==> src/rtl/hhmd_pkg.sv <==
package hhmd_pkg;

  localparam int unsigned PWM_MAX = 255;

  // command codes
  localparam logic [3:0] CMD_STOP    = 4'd0;
  localparam logic [3:0] CMD_FWD     = 4'd1;
  localparam logic [3:0] CMD_REV     = 4'd2;
  localparam logic [3:0] CMD_SPIN_R  = 4'd3;
  localparam logic [3:0] CMD_SPIN_L  = 4'd4;
  localparam logic [3:0] CMD_ARC_FL  = 4'd5;
  localparam logic [3:0] CMD_ARC_FR  = 4'd6;
  localparam logic [3:0] CMD_ARC_RL  = 4'd7;
  localparam logic [3:0] CMD_ARC_RR  = 4'd8;

  // register indexes
  localparam logic [2:0] REG_START_PWM = 3'd0;
  localparam logic [2:0] REG_RAMP_STEP = 3'd1;
  localparam logic [2:0] REG_RAMP_INTV = 3'd2;
  localparam logic [2:0] REG_KP_FWD    = 3'd3;
  localparam logic [2:0] REG_KD_FWD    = 3'd4;
  localparam logic [2:0] REG_KP_REV    = 3'd5;
  localparam logic [2:0] REG_KD_REV    = 3'd6;

  localparam int unsigned IN_W  = 56;
  localparam int unsigned OUT_W = 24;

  typedef enum logic [2:0] {
    ST_IDLE,
    ST_ERR,
    ST_MUL1,
    ST_MUL2,
    ST_SHAPE,
    ST_SCALE,
    ST_DRIVE
  } state_e;

  typedef struct packed {
    logic ld_in;
    logic ld_err;
    logic ld_mul1;
    logic ld_mul2;
    logic ld_shape;
    logic ld_scale;
    logic ld_drive;
  } ctrl_t;

  typedef struct packed {
    logic out_busy;
  } stat_t;

endpackage

==> src/rtl/hhmd_ctrl.sv <==
module hhmd_ctrl (
  input  logic            clk_i,
  input  logic            rst_ni,
  input  logic            in_valid_i,
  input  hhmd_pkg::stat_t stat_i,
  output logic            in_ready_o,
  output hhmd_pkg::ctrl_t ctrl_o
);

  hhmd_pkg::state_e state_q, state_d;

  always_ff @(posedge clk_i or negedge rst_ni) begin
    if (!rst_ni) begin
      state_q <= hhmd_pkg::ST_IDLE;
    end else begin
      state_q <= state_d;
    end
  end

  always_comb begin
    state_d = state_q;
    case (state_q)
      hhmd_pkg::ST_IDLE:  if (in_valid_i) state_d = hhmd_pkg::ST_ERR;
      hhmd_pkg::ST_ERR:   state_d = hhmd_pkg::ST_MUL1;
      hhmd_pkg::ST_MUL1:  state_d = hhmd_pkg::ST_MUL2;
      hhmd_pkg::ST_MUL2:  state_d = hhmd_pkg::ST_SHAPE;
      hhmd_pkg::ST_SHAPE: state_d = hhmd_pkg::ST_SCALE;
      hhmd_pkg::ST_SCALE: state_d = hhmd_pkg::ST_DRIVE;
      hhmd_pkg::ST_DRIVE: if (!stat_i.out_busy) state_d = hhmd_pkg::ST_IDLE;
      default:            state_d = hhmd_pkg::ST_IDLE;
    endcase
  end

  always_comb begin
    ctrl_o     = '0;
    in_ready_o = 1'b0;
    case (state_q)
      hhmd_pkg::ST_IDLE: begin
        in_ready_o   = 1'b1;
        ctrl_o.ld_in = in_valid_i;
      end
      hhmd_pkg::ST_ERR:   ctrl_o.ld_err   = 1'b1;
      hhmd_pkg::ST_MUL1:  ctrl_o.ld_mul1  = 1'b1;
      hhmd_pkg::ST_MUL2:  ctrl_o.ld_mul2  = 1'b1;
      hhmd_pkg::ST_SHAPE: ctrl_o.ld_shape = 1'b1;
      hhmd_pkg::ST_SCALE: ctrl_o.ld_scale = 1'b1;
      hhmd_pkg::ST_DRIVE: ctrl_o.ld_drive = !stat_i.out_busy;
      default: ;
    endcase
  end

endmodule

==> config.mk <==
export PLATFORM = sky130hd
export DESIGN_NAME = hhmd_ctrl
export DESIGN_NICKNAME = d
export VERILOG_FILES = /design/src/rtl/hhmd_pkg.sv /design/src/rtl/hhmd_ctrl.sv
export SDC_FILE = /design/constraint.sdc
export NUM_CORES = 1
export LEC_CHECK = 0
export BUFFER_PORTS_ARGS = -buffer_cell sky130_fd_sc_hd__buf_2
export CAP_MARGIN = 25
export CORE_AREA = 2 2 39 41
export DETAILED_ROUTE_END_ITERATION = 7
export DIE_AREA = 0 0 41 43
export GPL_TIMING_DRIVEN = 0
export PLACE_DENSITY_LB_ADDON = 0.1
export SLEW_MARGIN = 15
export SYNTH_ARGS = -nofsm -noshare
export SYNTH_HDL_FRONTEND = slang
export SYNTH_SLANG_ARGS = --single-unit
export TNS_END_PERCENT = 100
==> constraint.sdc <==
create_clock -name clk_i -period 0.94 [get_ports clk_i]
set_input_delay 0.235 -clock clk_i [delete_from_list [all_inputs] [get_ports clk_i]]
set_output_delay 0.235 -clock clk_i [all_outputs]
set_load 0.005 [all_outputs]
==> impl_metrics.env <==
export IMPL_dieHeight_um=43
export IMPL_syn_avg_cell_area_um2=8.22
export IMPL_synth_cell_types=11
export IMPL_cap_viol_max_count=0
export IMPL_total_power_uw=1290
export IMPL_endpoint_kind="primary output"
export IMPL_rsz0062_at_grt="true"
export IMPL_ys_flop_type="dfrtp_1"
export IMPL_chipWidth_um=41
export IMPL_nets=48
export IMPL_relSlewSlack_pct=85.5
export IMPL_slew_viol_final=0
export IMPL_yosys_area_top_type_share_pct=43.5
export IMPL_vias=233
export IMPL_cts_root_buf="clkbuf_4"
export IMPL_critical_path_slowest_cell="dfrtp_2"
export IMPL_largest_reg_flops=3
export IMPL_worstSetupPathType="reg -> out"
export IMPL_clkSinkCount=3
export IMPL_synth_edf_count=0
export IMPL_worstSetupStartpoint="state_q[0]$_DFFE_PN0P_"
export IMPL_drt_iter0_drc=0
export IMPL_wl_per_cell_um=9.53
export IMPL_ys_seq_elements=3
export IMPL_min_path_type="in -> reg"
export IMPL_final_layout_size_suffix_gt1_share_pct=67.4
export IMPL_cp_slowest_stage_delay_ps=450
export IMPL_diodes=0
export IMPL_htreeDepth=1
export IMPL_core_area_um2=1380
export IMPL_synth_cell_area_um2=173
export IMPL_vdd_ir_drop_max_uv=900
export IMPL_grt_max_degree=8
export IMPL_finalNonFillerCells=59
export IMPL_track_usage_pct=8.44
export IMPL_syn_nets=25
export IMPL_synth_top_area_cell="dfrtp_1"
export IMPL_drtPass1Iterations=1
export IMPL_setup_viol=10
export IMPL_report_final_hold_viol_count=0
export IMPL_row_count=14
export IMPL_netlist_top_cells_area="dfrtp_1, nor3_1, nor2_1, nand2b_1, and3_4"
export IMPL_cp_data_required_time_ps=700
export IMPL_top_register="state_q"
export IMPL_post_route_min_period_ps=1330
export IMPL_r2r_slack_ps=-140
export IMPL_post_dp_hpwl_um=362
export IMPL_start_util_pct=12.5
export IMPL_antenna_found_initial=0
export IMPL_p_leak_uw=0.000193
export IMPL_min_delay_start="stat_i"
export IMPL_port_buffers=11
export IMPL_fin_hold_ws_ps=310
export IMPL_grt_overflow=0
export IMPL_syn_instance_count=21
export IMPL_placed_cells=48
export IMPL_finClkSkew_ps=5.02
export IMPL_synthTopCellsByCount="nor2_1, nor3_1, dfrtp_1"
export IMPL_async_flop_share_pct=100
export IMPL_drc_errors=0
export IMPL_syn_to_final_growth_pct=117
export IMPL_startpoint_type="flip-flop"
export IMPL_worstMarginPinSlew_ps=217
export IMPL_r2r_start="state_q[1]$_DFFE_PN0P_"
export IMPL_fmax_mhz=754
export IMPL_crit_chain="nor3_2 > and2_1 > buf_2"
export IMPL_viasPerCell=3.95
export IMPL_wl_um=562
export IMPL_io_pins=12
export IMPL_path_max_fanout=7
export IMPL_cts_buffers=3
export IMPL_worst_slack_ps=-386
export IMPL_yosysWarnings=0
export IMPL_top_regs="state_q (3)"
export IMPL_die_area_um2=1760
export IMPL_worstPathArrival_ps=1090
export IMPL_cts_max_path_buffers=2
export IMPL_ant_nets=0
export IMPL_grt_pass1_vias=224
export IMPL_holdPathStages=3
export IMPL_violations="setup timing"
export IMPL_post_route_period_util_pct=141
export IMPL_pwr_density_cell_nw_per_um2=3430
export IMPL_clk_latency_ps=240
export IMPL_grt_pass1_wl_um=931
export IMPL_cts_tree="done"
export IMPL_ys_seq_area_share_pct=43.5
export IMPL_place_congestion=0.685
export IMPL_status="complete, but fails checks"
export IMPL_clk_pin_slew_ps=40
export IMPL_rr_worst_depth=4
[per-layer routing]
| layer | routed length (um) | up-vias | track usage, % |
|---|---|---|---|
| li1 | - | 115 | - |
| met1 | 209 | 107 | 9.35 |
| met2 | 302 | 9 | 12.5 |
| met3 | 35 | 2 | 1.57 |
| met4 | 14 | 0 | 8.00 |
| met5 | 0 | - | 0 |
[worst max-delay path, delay by kind of cell, from the launching register on]
| family | cells | cell delay, ps |
|---|---|---|
| flops | 1 | 450 |
| simple gates | 2 | 310 |
| buf+inv | 1 | 100 |
[placed cells by master (no fill, tap or decap), drive strengths merged]
| cell | n |
|---|---|
| a21o | 1 |
| dfrtp | 3 |
| a211oi | 1 |
| o21ai | 2 |
| clkbuf | 4 |
| and2 | 1 |
| inv | 2 |
| nor3 | 4 |
| dlygate4sd3 | 1 |
| nand2b | 2 |
| buf | 17 |
| nor2 | 4 |
| and3 | 1 |
[worst paths after layout]
path                                               end
worst min-delay path            state_q[1]$_DFFE_PN0P_
worst max register to register  state_q[0]$_DFFE_PN0P_
worst min register to register  state_q[0]$_DFFE_PN0P_
max in group asynchronous       state_q[2]$_DFFE_PN0P_
worst max-delay path                         ctrl_o[6]
min in group asynchronous       state_q[0]$_DFFE_PN0P_
[cell type report]
cell class,instances,area (um^2)
clock buffers,4,26.3
fillers,164,1010
inverters,2,7.51
multi-input cells,16,119
flip-flops and latches,3,78.8
well taps,16,20.0
repair buffers,18,124
[where the power goes]
part	total (uW)	internal (uW)	switching, uW
Combinational	728	439	289
Sequential	330	207	123
Clock	231	159	71.8
Total	1290	806	484
[timing repair]
item / CTS / global route
buffers inserted: 4 / 2
hold buffers: 1 / 0
setup endpoints to repair: 10 / 11
hold endpoints to repair: 3 / 0
pin swaps: 1 / 0
resized for setup: 7 / 3
[cells by family (layout without fill, tap and decap cells)]
group,after synthesis,after routing,synth area share [%]
flip-flops,3,3,43.5
AO/OA/AOI/OAI,4,4,14.5
AND/OR/NAND/NOR,12,12,37.7
buffers and inverters,2,24,4.34
[through the flow]
stage / setup WS (ps) / TNS [ps] / instance area, um^2 / util, %
final: -386 / -2950 / 375 / 27.1
after floorplan: -94.8 / -151 / 183 / -
after CTS: -400 / -2860 / 350 / 25.3
after detailed placement: -199 / -1380 / 258 / 18.6
after global placement: -179 / -1280 / 258 / 18.6
after global routing: -440 / -3410 / 375 / 27.1
(Power assumes the default switching activity.)
