--- config.mk ---
export PLATFORM = sky130hd
export DESIGN_NAME = hhmd_dp
export DESIGN_NICKNAME = d
export VERILOG_FILES = /design/src/rtl/hhmd_pkg.sv /design/src/rtl/hhmd_dp.sv
export SDC_FILE = /design/constraint.sdc
export NUM_CORES = 2
export LEC_CHECK = 0
export BUFFER_PORTS_ARGS = -buffer_cell sky130_fd_sc_hd__clkbuf_2
export CELL_PAD_IN_SITES_DETAIL_PLACEMENT = 1
export CELL_PAD_IN_SITES_GLOBAL_PLACEMENT = 1
export CORE_AREA = 3 3 346 348
export CTS_CLUSTER_SIZE = 24
export DETAILED_ROUTE_END_ITERATION = 10
export DIE_AREA = 0 0 349 351
export HOLD_SLACK_MARGIN = 0.02
export PLACE_DENSITY_LB_ADDON = 0.15
export SYNTH_ARGS = -nofsm -noshare
export SYNTH_HDL_FRONTEND = slang
export SYNTH_SLANG_ARGS = --single-unit
--- constraint.sdc ---
create_clock -name clk_i -period 10.83 [get_ports clk_i]
set_input_delay 0.5415 -clock clk_i [delete_from_list [all_inputs] [get_ports clk_i]]
set_output_delay 0.5415 -clock clk_i [all_outputs]
set_load 0.03 [all_outputs]
--- src/rtl/hhmd_pkg.sv ---
package hhmd_pkg;

  localparam int unsigned PWM_MAX = 255;

  // command codes
  localparam logic [3:0] CMD_STOP    = 4'd0;
  localparam logic [3:0] CMD_FWD     = 4'd1;
  localparam logic [3:0] CMD_REV     = 4'd2;
  localparam logic [3:0] CMD_SPIN_R  = 4'd3;
  localparam logic [3:0] CMD_SPIN_L  = 4'd4;
  localparam logic [3:0] CMD_ARC_FL  = 4'd5;
  localparam logic [3:0] CMD_ARC_FR  = 4'd6;
  localparam logic [3:0] CMD_ARC_RL  = 4'd7;
  localparam logic [3:0] CMD_ARC_RR  = 4'd8;

  // register indexes
  localparam logic [2:0] REG_START_PWM = 3'd0;
  localparam logic [2:0] REG_RAMP_STEP = 3'd1;
  localparam logic [2:0] REG_RAMP_INTV = 3'd2;
  localparam logic [2:0] REG_KP_FWD    = 3'd3;
  localparam logic [2:0] REG_KD_FWD    = 3'd4;
  localparam logic [2:0] REG_KP_REV    = 3'd5;
  localparam logic [2:0] REG_KD_REV    = 3'd6;

  localparam int unsigned IN_W  = 56;
  localparam int unsigned OUT_W = 24;

  typedef enum logic [2:0] {
    ST_IDLE,
    ST_ERR,
    ST_MUL1,
    ST_MUL2,
    ST_SHAPE,
    ST_SCALE,
    ST_DRIVE
  } state_e;

  typedef struct packed {
    logic ld_in;
    logic ld_err;
    logic ld_mul1;
    logic ld_mul2;
    logic ld_shape;
    logic ld_scale;
    logic ld_drive;
  } ctrl_t;

  typedef struct packed {
    logic out_busy;
  } stat_t;

endpackage

--- src/rtl/hhmd_dp.sv ---
module hhmd_dp (
  input  logic                          clk_i,
  input  logic                          rst_ni,
  input  logic                          cfg_we_i,
  input  logic [2:0]                    cfg_idx_i,
  input  logic [15:0]                   cfg_data_i,
  input  logic [hhmd_pkg::IN_W-1:0]     in_data_i,
  input  hhmd_pkg::ctrl_t               ctrl_i,
  output hhmd_pkg::stat_t               stat_o,
  output logic                          out_valid_o,
  input  logic                          out_ready_i,
  output logic [hhmd_pkg::OUT_W-1:0]    out_data_o
);

  localparam logic signed [35:0] ONE_DEG = 36'sd6553600;
  localparam logic signed [35:0] LIM_FWD = 36'sd294912000;
  localparam logic signed [35:0] LIM_PD  = 36'sd262144000;
  localparam logic signed [35:0] LIM_REV = 36'sd7208960000;
  localparam logic signed [35:0] HALF_Q  = 36'sd26214400;
  localparam logic [12:0]        RECIP25 = 13'd5243;

  // configuration
  logic [7:0]  start_pwm_q, ramp_step_q;
  logic [15:0] ramp_intv_q, kp_fwd_q, kd_fwd_q, kp_rev_q, kd_rev_q;

  always_ff @(posedge clk_i or negedge rst_ni) begin
    if (!rst_ni) begin
      start_pwm_q <= 8'd10;
      ramp_step_q <= 8'd2;
      ramp_intv_q <= 16'd8;
      kp_fwd_q    <= 16'd2621;
      kd_fwd_q    <= 16'd9830;
      kp_rev_q    <= 16'd4588;
      kd_rev_q    <= 16'd9830;
    end else if (cfg_we_i) begin
      case (cfg_idx_i)
        hhmd_pkg::REG_START_PWM: start_pwm_q <= cfg_data_i[7:0];
        hhmd_pkg::REG_RAMP_STEP: ramp_step_q <= cfg_data_i[7:0];
        hhmd_pkg::REG_RAMP_INTV: ramp_intv_q <= cfg_data_i;
        hhmd_pkg::REG_KP_FWD:    kp_fwd_q    <= cfg_data_i;
        hhmd_pkg::REG_KD_FWD:    kd_fwd_q    <= cfg_data_i;
        hhmd_pkg::REG_KP_REV:    kp_rev_q    <= cfg_data_i;
        hhmd_pkg::REG_KD_REV:    kd_rev_q    <= cfg_data_i;
        default: ;
      endcase
    end
  end

  // input word
  logic [3:0]  cmd_q;
  logic [15:0] hdg_q;
  logic [31:0] now_q;
  logic        db_q, tb_q;

  always_ff @(posedge clk_i) begin
    if (ctrl_i.ld_in) begin
      cmd_q <= in_data_i[3:0];
      hdg_q <= in_data_i[19:4];
      now_q <= in_data_i[51:20];
      db_q  <= in_data_i[52];
      tb_q  <= in_data_i[53];
    end
  end

  // heading error with wrap and deadband
  logic [15:0]        target_q, tgt;
  logic signed [15:0] prev_q, prev_eff, e_db;
  logic [3:0]         last_cmd_q;
  logic               new_cmd, pd_cmd, is_rev;
  logic signed [17:0] raw, w1, w2;
  logic signed [15:0] e_q;
  logic signed [16:0] de_q;

  assign new_cmd  = cmd_q != last_cmd_q;
  assign pd_cmd   = (cmd_q == hhmd_pkg::CMD_FWD) || (cmd_q == hhmd_pkg::CMD_REV);
  assign is_rev   = cmd_q == hhmd_pkg::CMD_REV;
  assign tgt      = new_cmd ? hdg_q : target_q;
  assign prev_eff = new_cmd ? 16'sd0 : prev_q;
  assign raw      = $signed({2'b00, tgt}) - $signed({2'b00, hdg_q});

  always_comb begin
    w1 = raw;
    if (raw > 18'sd18000) w1 = raw - 18'sd36000;
    else if (raw < -18'sd18000) w1 = raw + 18'sd36000;
    w2 = w1;
    if (w1 > 18'sd18000) w2 = w1 - 18'sd36000;
    else if (w1 < -18'sd18000) w2 = w1 + 18'sd36000;
    e_db = (w2 > -18'sd100 && w2 < 18'sd100) ? 16'sd0 : w2[15:0];
  end

  always_ff @(posedge clk_i or negedge rst_ni) begin
    if (!rst_ni) begin
      target_q   <= '0;
      prev_q     <= '0;
      last_cmd_q <= hhmd_pkg::CMD_STOP;
    end else if (ctrl_i.ld_err) begin
      last_cmd_q <= cmd_q;
      if (pd_cmd) begin
        target_q <= tgt;
        prev_q   <= e_db;
      end else if (cmd_q == hhmd_pkg::CMD_STOP || cmd_q == hhmd_pkg::CMD_SPIN_R ||
                   cmd_q == hhmd_pkg::CMD_SPIN_L) begin
        prev_q <= '0;
      end
    end
  end

  always_ff @(posedge clk_i) begin
    if (ctrl_i.ld_err) begin
      e_q  <= e_db;
      de_q <= {e_db[15], e_db} - {prev_eff[15], prev_eff};
    end
  end

  // shared multiplier: p term, then d term
  logic [15:0]        gain;
  logic signed [16:0] mop;
  logic signed [33:0] mul;
  logic signed [33:0] p_q;
  logic signed [35:0] acc_q;

  always_comb begin
    if (ctrl_i.ld_mul2) begin
      gain = is_rev ? kd_rev_q : kd_fwd_q;
      mop  = de_q;
    end else begin
      gain = is_rev ? kp_rev_q : kp_fwd_q;
      mop  = {e_q[15], e_q};
    end
    mul = $signed({1'b0, gain}) * mop;
  end

  always_ff @(posedge clk_i) begin
    if (ctrl_i.ld_mul1) p_q <= mul;
    if (ctrl_i.ld_mul2) acc_q <= {{2{p_q[33]}}, p_q} + {{2{mul[33]}}, mul};
  end

  // clamps and step magnitude
  logic signed [35:0] cf, cfa, pdc, cr, cra, ew;
  logic [11:0]        mag_d, mag_q;
  logic               neg_d, neg_q;
  logic               big_e;

  always_comb begin
    ew    = {{20{e_q[15]}}, e_q};
    big_e = (e_q >= 16'sd35) || (e_q <= -16'sd35);
    cf = acc_q;
    if (acc_q > LIM_FWD) cf = LIM_FWD;
    else if (acc_q < -LIM_FWD) cf = -LIM_FWD;
    if (cf > -ONE_DEG && cf < ONE_DEG && big_e) cf = cf[35] ? -ONE_DEG : ONE_DEG;
    cfa = cf[35] ? -cf : cf;
    pdc = acc_q;
    if (acc_q > LIM_PD) pdc = LIM_PD;
    else if (acc_q < -LIM_PD) pdc = -LIM_PD;
    // 20*pd + 9*2^16*e
    cr = (pdc <<< 4) + (pdc <<< 2) + (ew <<< 19) + (ew <<< 16);
    if (cr > LIM_REV) cr = LIM_REV;
    else if (cr < -LIM_REV) cr = -LIM_REV;
    cra = (cr[35] ? -cr : cr) + HALF_Q;
    if (is_rev) begin
      mag_d = cra[32:21];
      neg_d = cr[35];
    end else begin
      mag_d = cfa[28:17];
      neg_d = cf[35];
    end
  end

  always_ff @(posedge clk_i) begin
    if (ctrl_i.ld_shape) begin
      mag_q <= mag_d;
      neg_q <= neg_d;
    end
  end

  // divide by 25 and form motor targets
  logic [24:0]        qprod;
  logic signed [10:0] s;
  logic [7:0]         tl_d, tr_d, tl_q, tr_q;
  logic               dl_d, dr_d, dl_q, dr_q, clrd_d, clrt_d, clrd_q, clrt_q;
  logic               dirl_q, dirr_q;

  function automatic logic [7:0] sat8(input logic signed [10:0] v);
    if (v < 11'sd0) return 8'd0;
    if (v > 11'sd255) return 8'd255;
    return v[7:0];
  endfunction

  assign qprod = mag_q * RECIP25;
  assign s     = neg_q ? -$signed({3'b000, qprod[24:17]}) : $signed({3'b000, qprod[24:17]});

  always_comb begin
    tl_d   = '0;
    tr_d   = '0;
    dl_d   = 1'b0;
    dr_d   = 1'b0;
    clrd_d = 1'b0;
    clrt_d = 1'b0;
    case (cmd_q)
      hhmd_pkg::CMD_STOP: begin
        clrd_d = 1'b1;
        clrt_d = 1'b1;
      end
      hhmd_pkg::CMD_FWD: begin
        clrt_d = 1'b1;
        tl_d   = sat8(11'sd242 + s);
        tr_d   = sat8(11'sd237 - s);
      end
      hhmd_pkg::CMD_REV: begin
        clrt_d = 1'b1;
        dl_d   = 1'b1;
        dr_d   = 1'b1;
        tl_d   = sat8(11'sd240 + s);
        tr_d   = sat8(11'sd247 - s);
      end
      hhmd_pkg::CMD_SPIN_R: begin
        clrd_d = 1'b1;
        dr_d   = 1'b1;
        tl_d   = tb_q ? 8'd148 : 8'd82;
        tr_d   = tb_q ? 8'd146 : 8'd80;
      end
      hhmd_pkg::CMD_SPIN_L: begin
        clrd_d = 1'b1;
        dl_d   = 1'b1;
        tl_d   = tb_q ? 8'd150 : 8'd83;
        tr_d   = tb_q ? 8'd147 : 8'd80;
      end
      hhmd_pkg::CMD_ARC_FL: begin
        clrt_d = 1'b1;
        tl_d   = db_q ? 8'd245 : 8'd204;
        tr_d   = 8'd150;
      end
      hhmd_pkg::CMD_ARC_FR: begin
        clrt_d = 1'b1;
        tl_d   = 8'd150;
        tr_d   = db_q ? 8'd250 : 8'd215;
      end
      hhmd_pkg::CMD_ARC_RL: begin
        clrt_d = 1'b1;
        dl_d   = 1'b1;
        dr_d   = 1'b1;
        tl_d   = db_q ? 8'd251 : 8'd209;
        tr_d   = 8'd150;
      end
      hhmd_pkg::CMD_ARC_RR: begin
        clrt_d = 1'b1;
        dl_d   = 1'b1;
        dr_d   = dirr_q;
        tl_d   = 8'd150;
        tr_d   = db_q ? 8'd245 : 8'd202;
      end
      default: ;
    endcase
  end

  always_ff @(posedge clk_i) begin
    if (ctrl_i.ld_scale) begin
      tl_q   <= tl_d;
      tr_q   <= tr_d;
      dl_q   <= dl_d;
      dr_q   <= dr_d;
      clrd_q <= clrd_d;
      clrt_q <= clrt_d;
    end
  end

  // direction interlock and soft-start ramp
  logic [7:0]  dutyl_q, dutyr_q, dutyl_d, dutyr_d, ul, ur;
  logic        dirl_d, dirr_d;
  logic [31:0] rtl_q, rtr_q, rtl_d, rtr_d, el, er;
  logic        drv;

  function automatic logic [7:0] ramp_f(input logic [7:0] duty, input logic [7:0] t,
                                        input logic [7:0] start, input logic [7:0] step);
    logic [7:0] d;
    logic [8:0] up;
    d  = (duty == 8'd0 && t != 8'd0) ? ((start < t) ? start : t) : duty;
    up = {1'b0, d} + {1'b0, step};
    if (d < t) return (up > {1'b0, t}) ? t : up[7:0];
    if (d > t) return ((d - t) < step) ? t : d - step;
    return d;
  endfunction

  assign drv = (cmd_q != hhmd_pkg::CMD_STOP) && (cmd_q <= hhmd_pkg::CMD_ARC_RR);
  assign el  = now_q - rtl_q;
  assign er  = now_q - rtr_q;

  always_comb begin
    dutyl_d = dutyl_q;
    dutyr_d = dutyr_q;
    dirl_d  = dirl_q;
    dirr_d  = dirr_q;
    rtl_d   = rtl_q;
    rtr_d   = rtr_q;
    ul      = tl_q;
    ur      = tr_q;
    if (cmd_q == hhmd_pkg::CMD_STOP) begin
      dutyl_d = '0;
      dutyr_d = '0;
      dirl_d  = 1'b0;
      dirr_d  = 1'b0;
      rtl_d   = now_q;
      rtr_d   = now_q;
    end else if (drv) begin
      if (dl_q != dirl_q) begin
        if (dutyl_q != 8'd0) ul = '0;
        else dirl_d = dl_q;
      end
      if (dr_q != dirr_q) begin
        if (dutyr_q != 8'd0) ur = '0;
        else dirr_d = dr_q;
      end
      if (el >= {16'd0, ramp_intv_q}) begin
        rtl_d   = now_q;
        dutyl_d = ramp_f(dutyl_q, ul, start_pwm_q, ramp_step_q);
      end
      if (er >= {16'd0, ramp_intv_q}) begin
        rtr_d   = now_q;
        dutyr_d = ramp_f(dutyr_q, ur, start_pwm_q, ramp_step_q);
      end
    end
  end

  logic                       ovalid_q;
  logic [hhmd_pkg::OUT_W-1:0] odata_q;

  always_ff @(posedge clk_i or negedge rst_ni) begin
    if (!rst_ni) begin
      dutyl_q  <= '0;
      dutyr_q  <= '0;
      dirl_q   <= 1'b0;
      dirr_q   <= 1'b0;
      rtl_q    <= '0;
      rtr_q    <= '0;
      ovalid_q <= 1'b0;
    end else begin
      if (ctrl_i.ld_drive) begin
        dutyl_q  <= dutyl_d;
        dutyr_q  <= dutyr_d;
        dirl_q   <= dirl_d;
        dirr_q   <= dirr_d;
        rtl_q    <= rtl_d;
        rtr_q    <= rtr_d;
        ovalid_q <= 1'b1;
      end else if (out_ready_i) begin
        ovalid_q <= 1'b0;
      end
    end
  end

  always_ff @(posedge clk_i) begin
    if (ctrl_i.ld_drive) begin
      odata_q <= {4'b0000, clrt_q, clrd_q, dirr_d, dirl_d, dutyr_d, dutyl_d};
    end
  end

  assign stat_o.out_busy = ovalid_q && !out_ready_i;
  assign out_valid_o     = ovalid_q;
  assign out_data_o      = odata_q;

endmodule

==> impl_metrics.env <==
export IMPL_start_kind="flop"
export IMPL_vias=38000
export IMPL_postSynthAreaPerCell_um2=9.06
export IMPL_clkTransAtPathRegs_ns=0.06
export IMPL_drtPass1Iterations=6
export IMPL_grt_pass1_vias=39900
export IMPL_tightest_slew_ns=1.23
export IMPL_synth_area_um2=46600
export IMPL_grt_usage_pct=23.1
export IMPL_yosys_warnings=0
export IMPL_layout_nets=6200
export IMPL_drv_cap=0
export IMPL_yosys_area_top_type="ha_1"
export IMPL_critPathBufInv=5
export IMPL_syn_inst=5137
export IMPL_drc=0
export IMPL_layoutNonFillerInstCount=6850
export IMPL_clk_latency_ns=0.66
export IMPL_totalWireLength_um=142000
export IMPL_grt_pass1_wl_um=226000
export IMPL_clock_sinks=424
export IMPL_status="completed"
export IMPL_drt_iter0_drc=1851
export IMPL_die_w_um=349
export IMPL_die_y_um=351
export IMPL_ant_nets=0
export IMPL_numCtsBuffers=53
export IMPL_cpLargestDelayFamily="adder cells"
export IMPL_viasPerCell=5.54
export IMPL_critPathMaxStageDelay_ns=0.66
export IMPL_syn_to_final_growth_pct=10.8
export IMPL_yosys_top_cells_count="inv_1 (649), ha_1 (535), nand2_1 (517)"
export IMPL_worstSetupPathType="reg2reg"
export IMPL_final_setup_viol_count=0
export IMPL_grt_overflow=0
export IMPL_rows=125
export IMPL_htreeDepth=2
export IMPL_arrival_ns=10.61
export IMPL_start_util_pct=40.0
export IMPL_max_clock_path_buffers=3
export IMPL_fin_crit_ns=10.20
export IMPL_yosysSeqAreaShare_pct=25.1
export IMPL_finClkSkew_ns=0.0240
export IMPL_hold_viol_final=0
export IMPL_synth_top_area_share_pct=14.4
export IMPL_ys_ff_latch=424
export IMPL_worstSetupEndpointType="flop"
export IMPL_path_common_cell="fa_1"
export IMPL_reg2reg_slack_ns=0.63
export IMPL_ys_top_cells_by_area="ha_1 (14%), edfxtp_1 (13%), fa_1 (13%), dfrtp_1 (9.8%), inv_1 (5.2%)"
export IMPL_cp_required_ns=11.24
export IMPL_yosysMostFrequentCell="inv_1"
export IMPL_async_reset_ff_share_pct=50.7
export IMPL_post_place_cells=6697
export IMPL_core_area_um2=117000
export IMPL_finalWeightedCongestion=0.855
export IMPL_utilization_pct=44.3
export IMPL_ys_dominant_reg_cell="edfxtp_1"
export IMPL_ctsRootBufferMaster="clkbuf_16"
export IMPL_port_buffers=105
export IMPL_finalMaxSlewViolations=0
export IMPL_antenna_found_initial=7
export IMPL_grt_max_degree=156
export IMPL_slowest_stage="a2111oi_1"
export IMPL_hp_class="in2reg"
export IMPL_crit_fanout=18
export IMPL_relSlewSlack_pct=17.2
export IMPL_yosysUniqueCellTypes=117
export IMPL_dp_hpwl_um=113000
export IMPL_die_area_um2=122000
export IMPL_fin_crit_sh_pct=94.2
export IMPL_cts_tree="built"
export IMPL_pin_count=112
export IMPL_synth_edff_count=209
export IMPL_wl_per_cell_um=20.7
export IMPL_drive_above_1_share_pct=10.9
export IMPL_max_freq_ghz=0.0980
[per-stage QoR]
stage          instance area [µm²]  hold slack, ns  worst slack, ns  TNS [ns]
6_report                     51600          0.0755            0.628         0
5_1_grt                      51600          0.0339          -0.0281   -0.0281
4_1_cts                      51400          0.0218            0.184         0
3_5_place_dp                 49100           0.434            0.267         0
3_3_place_gp                 49100           0.423            0.565         0
2_1_floorplan                46600           0.246             1.78         0
[cell usage in the layout, fill, tap and decap left out, drive strengths merged, types with 165 or more instances in the layout]
cell	Yosys	layout
fa	300	300
nor2	406	406
nand2	517	517
o21ai	244	244
dfrtp	183	183
edfxtp	209	209
clkbuf	141	168
xnor2	165	165
a21oi	235	235
ha	535	535
inv	651	653
[registers in the layout (all words and copies together) (netlist names), 17 cells and up]
register	cells
acc_q	35
p_q	34
now_q	32
rtl_q	32
rtr_q	32
out_data_o	20
de_q	17
[what timing repair did]
action | CTS | global route
endpoints found under the hold margin | 103 | 0
hold buffers | 46 | 0
setup endpoints to repair | 0 | 11
resized for setup | 0 | 16
setup buffers | 0 | 4
[worst paths after layout]
kind                          startpoint              to  cells after the start
max in group asynchronous         rst_ni       rtr_q[20]                      3
max                             cmd_q[0]       acc_q[33]                     33
max reg2reg                     cmd_q[0]       acc_q[33]                     33
min                        in_data_i[21]        now_q[1]                      1
min reg2reg                       clrt_q  out_data_o[19]                      0
min in group asynchronous         rst_ni      dutyl_q[5]                      2
[cell type report]
cell class,count,area (µm²)
Timing Repair Buffer,255,1820
Antenna cell,2,5.00
Clock inverter,35,480
Fill cell,13400,65000
Inverter,653,2450
Clock buffer,65,1410
Sequential cell,424,11700
Tap cell,1524,1910
Multi-Input combinational cell,3892,31800
[per-layer routing]
metal / track usage (%) / vias up / wire (µm)
met3: 3.03 / 195 / 5790
met5: 0 / - / 88
met2: 39.6 / 612 / 67600
met1: 30.8 / 19000 / 64200
li1: - / 18100 / -
met4: 6.16 / 12 / 3870
[logic make-up after synthesis]
group | after synthesis | synth area share (%)
flip-flops | 424 | 25.1
other | 1 | 0.00806
AND/OR/NAND/NOR | 1527 | 15.3
buffers and inverters | 825 | 6.82
AO/OA/AOI/OAI | 1086 | 16.1
XOR/XNOR | 233 | 4.46
adder cells (fa/ha/maj) | 835 | 27.3
multiplexers | 206 | 4.90
Power is left out: the tool's default activity adds up to more than one toggle a clock period on the data nets, which glitch-free logic cannot reach.
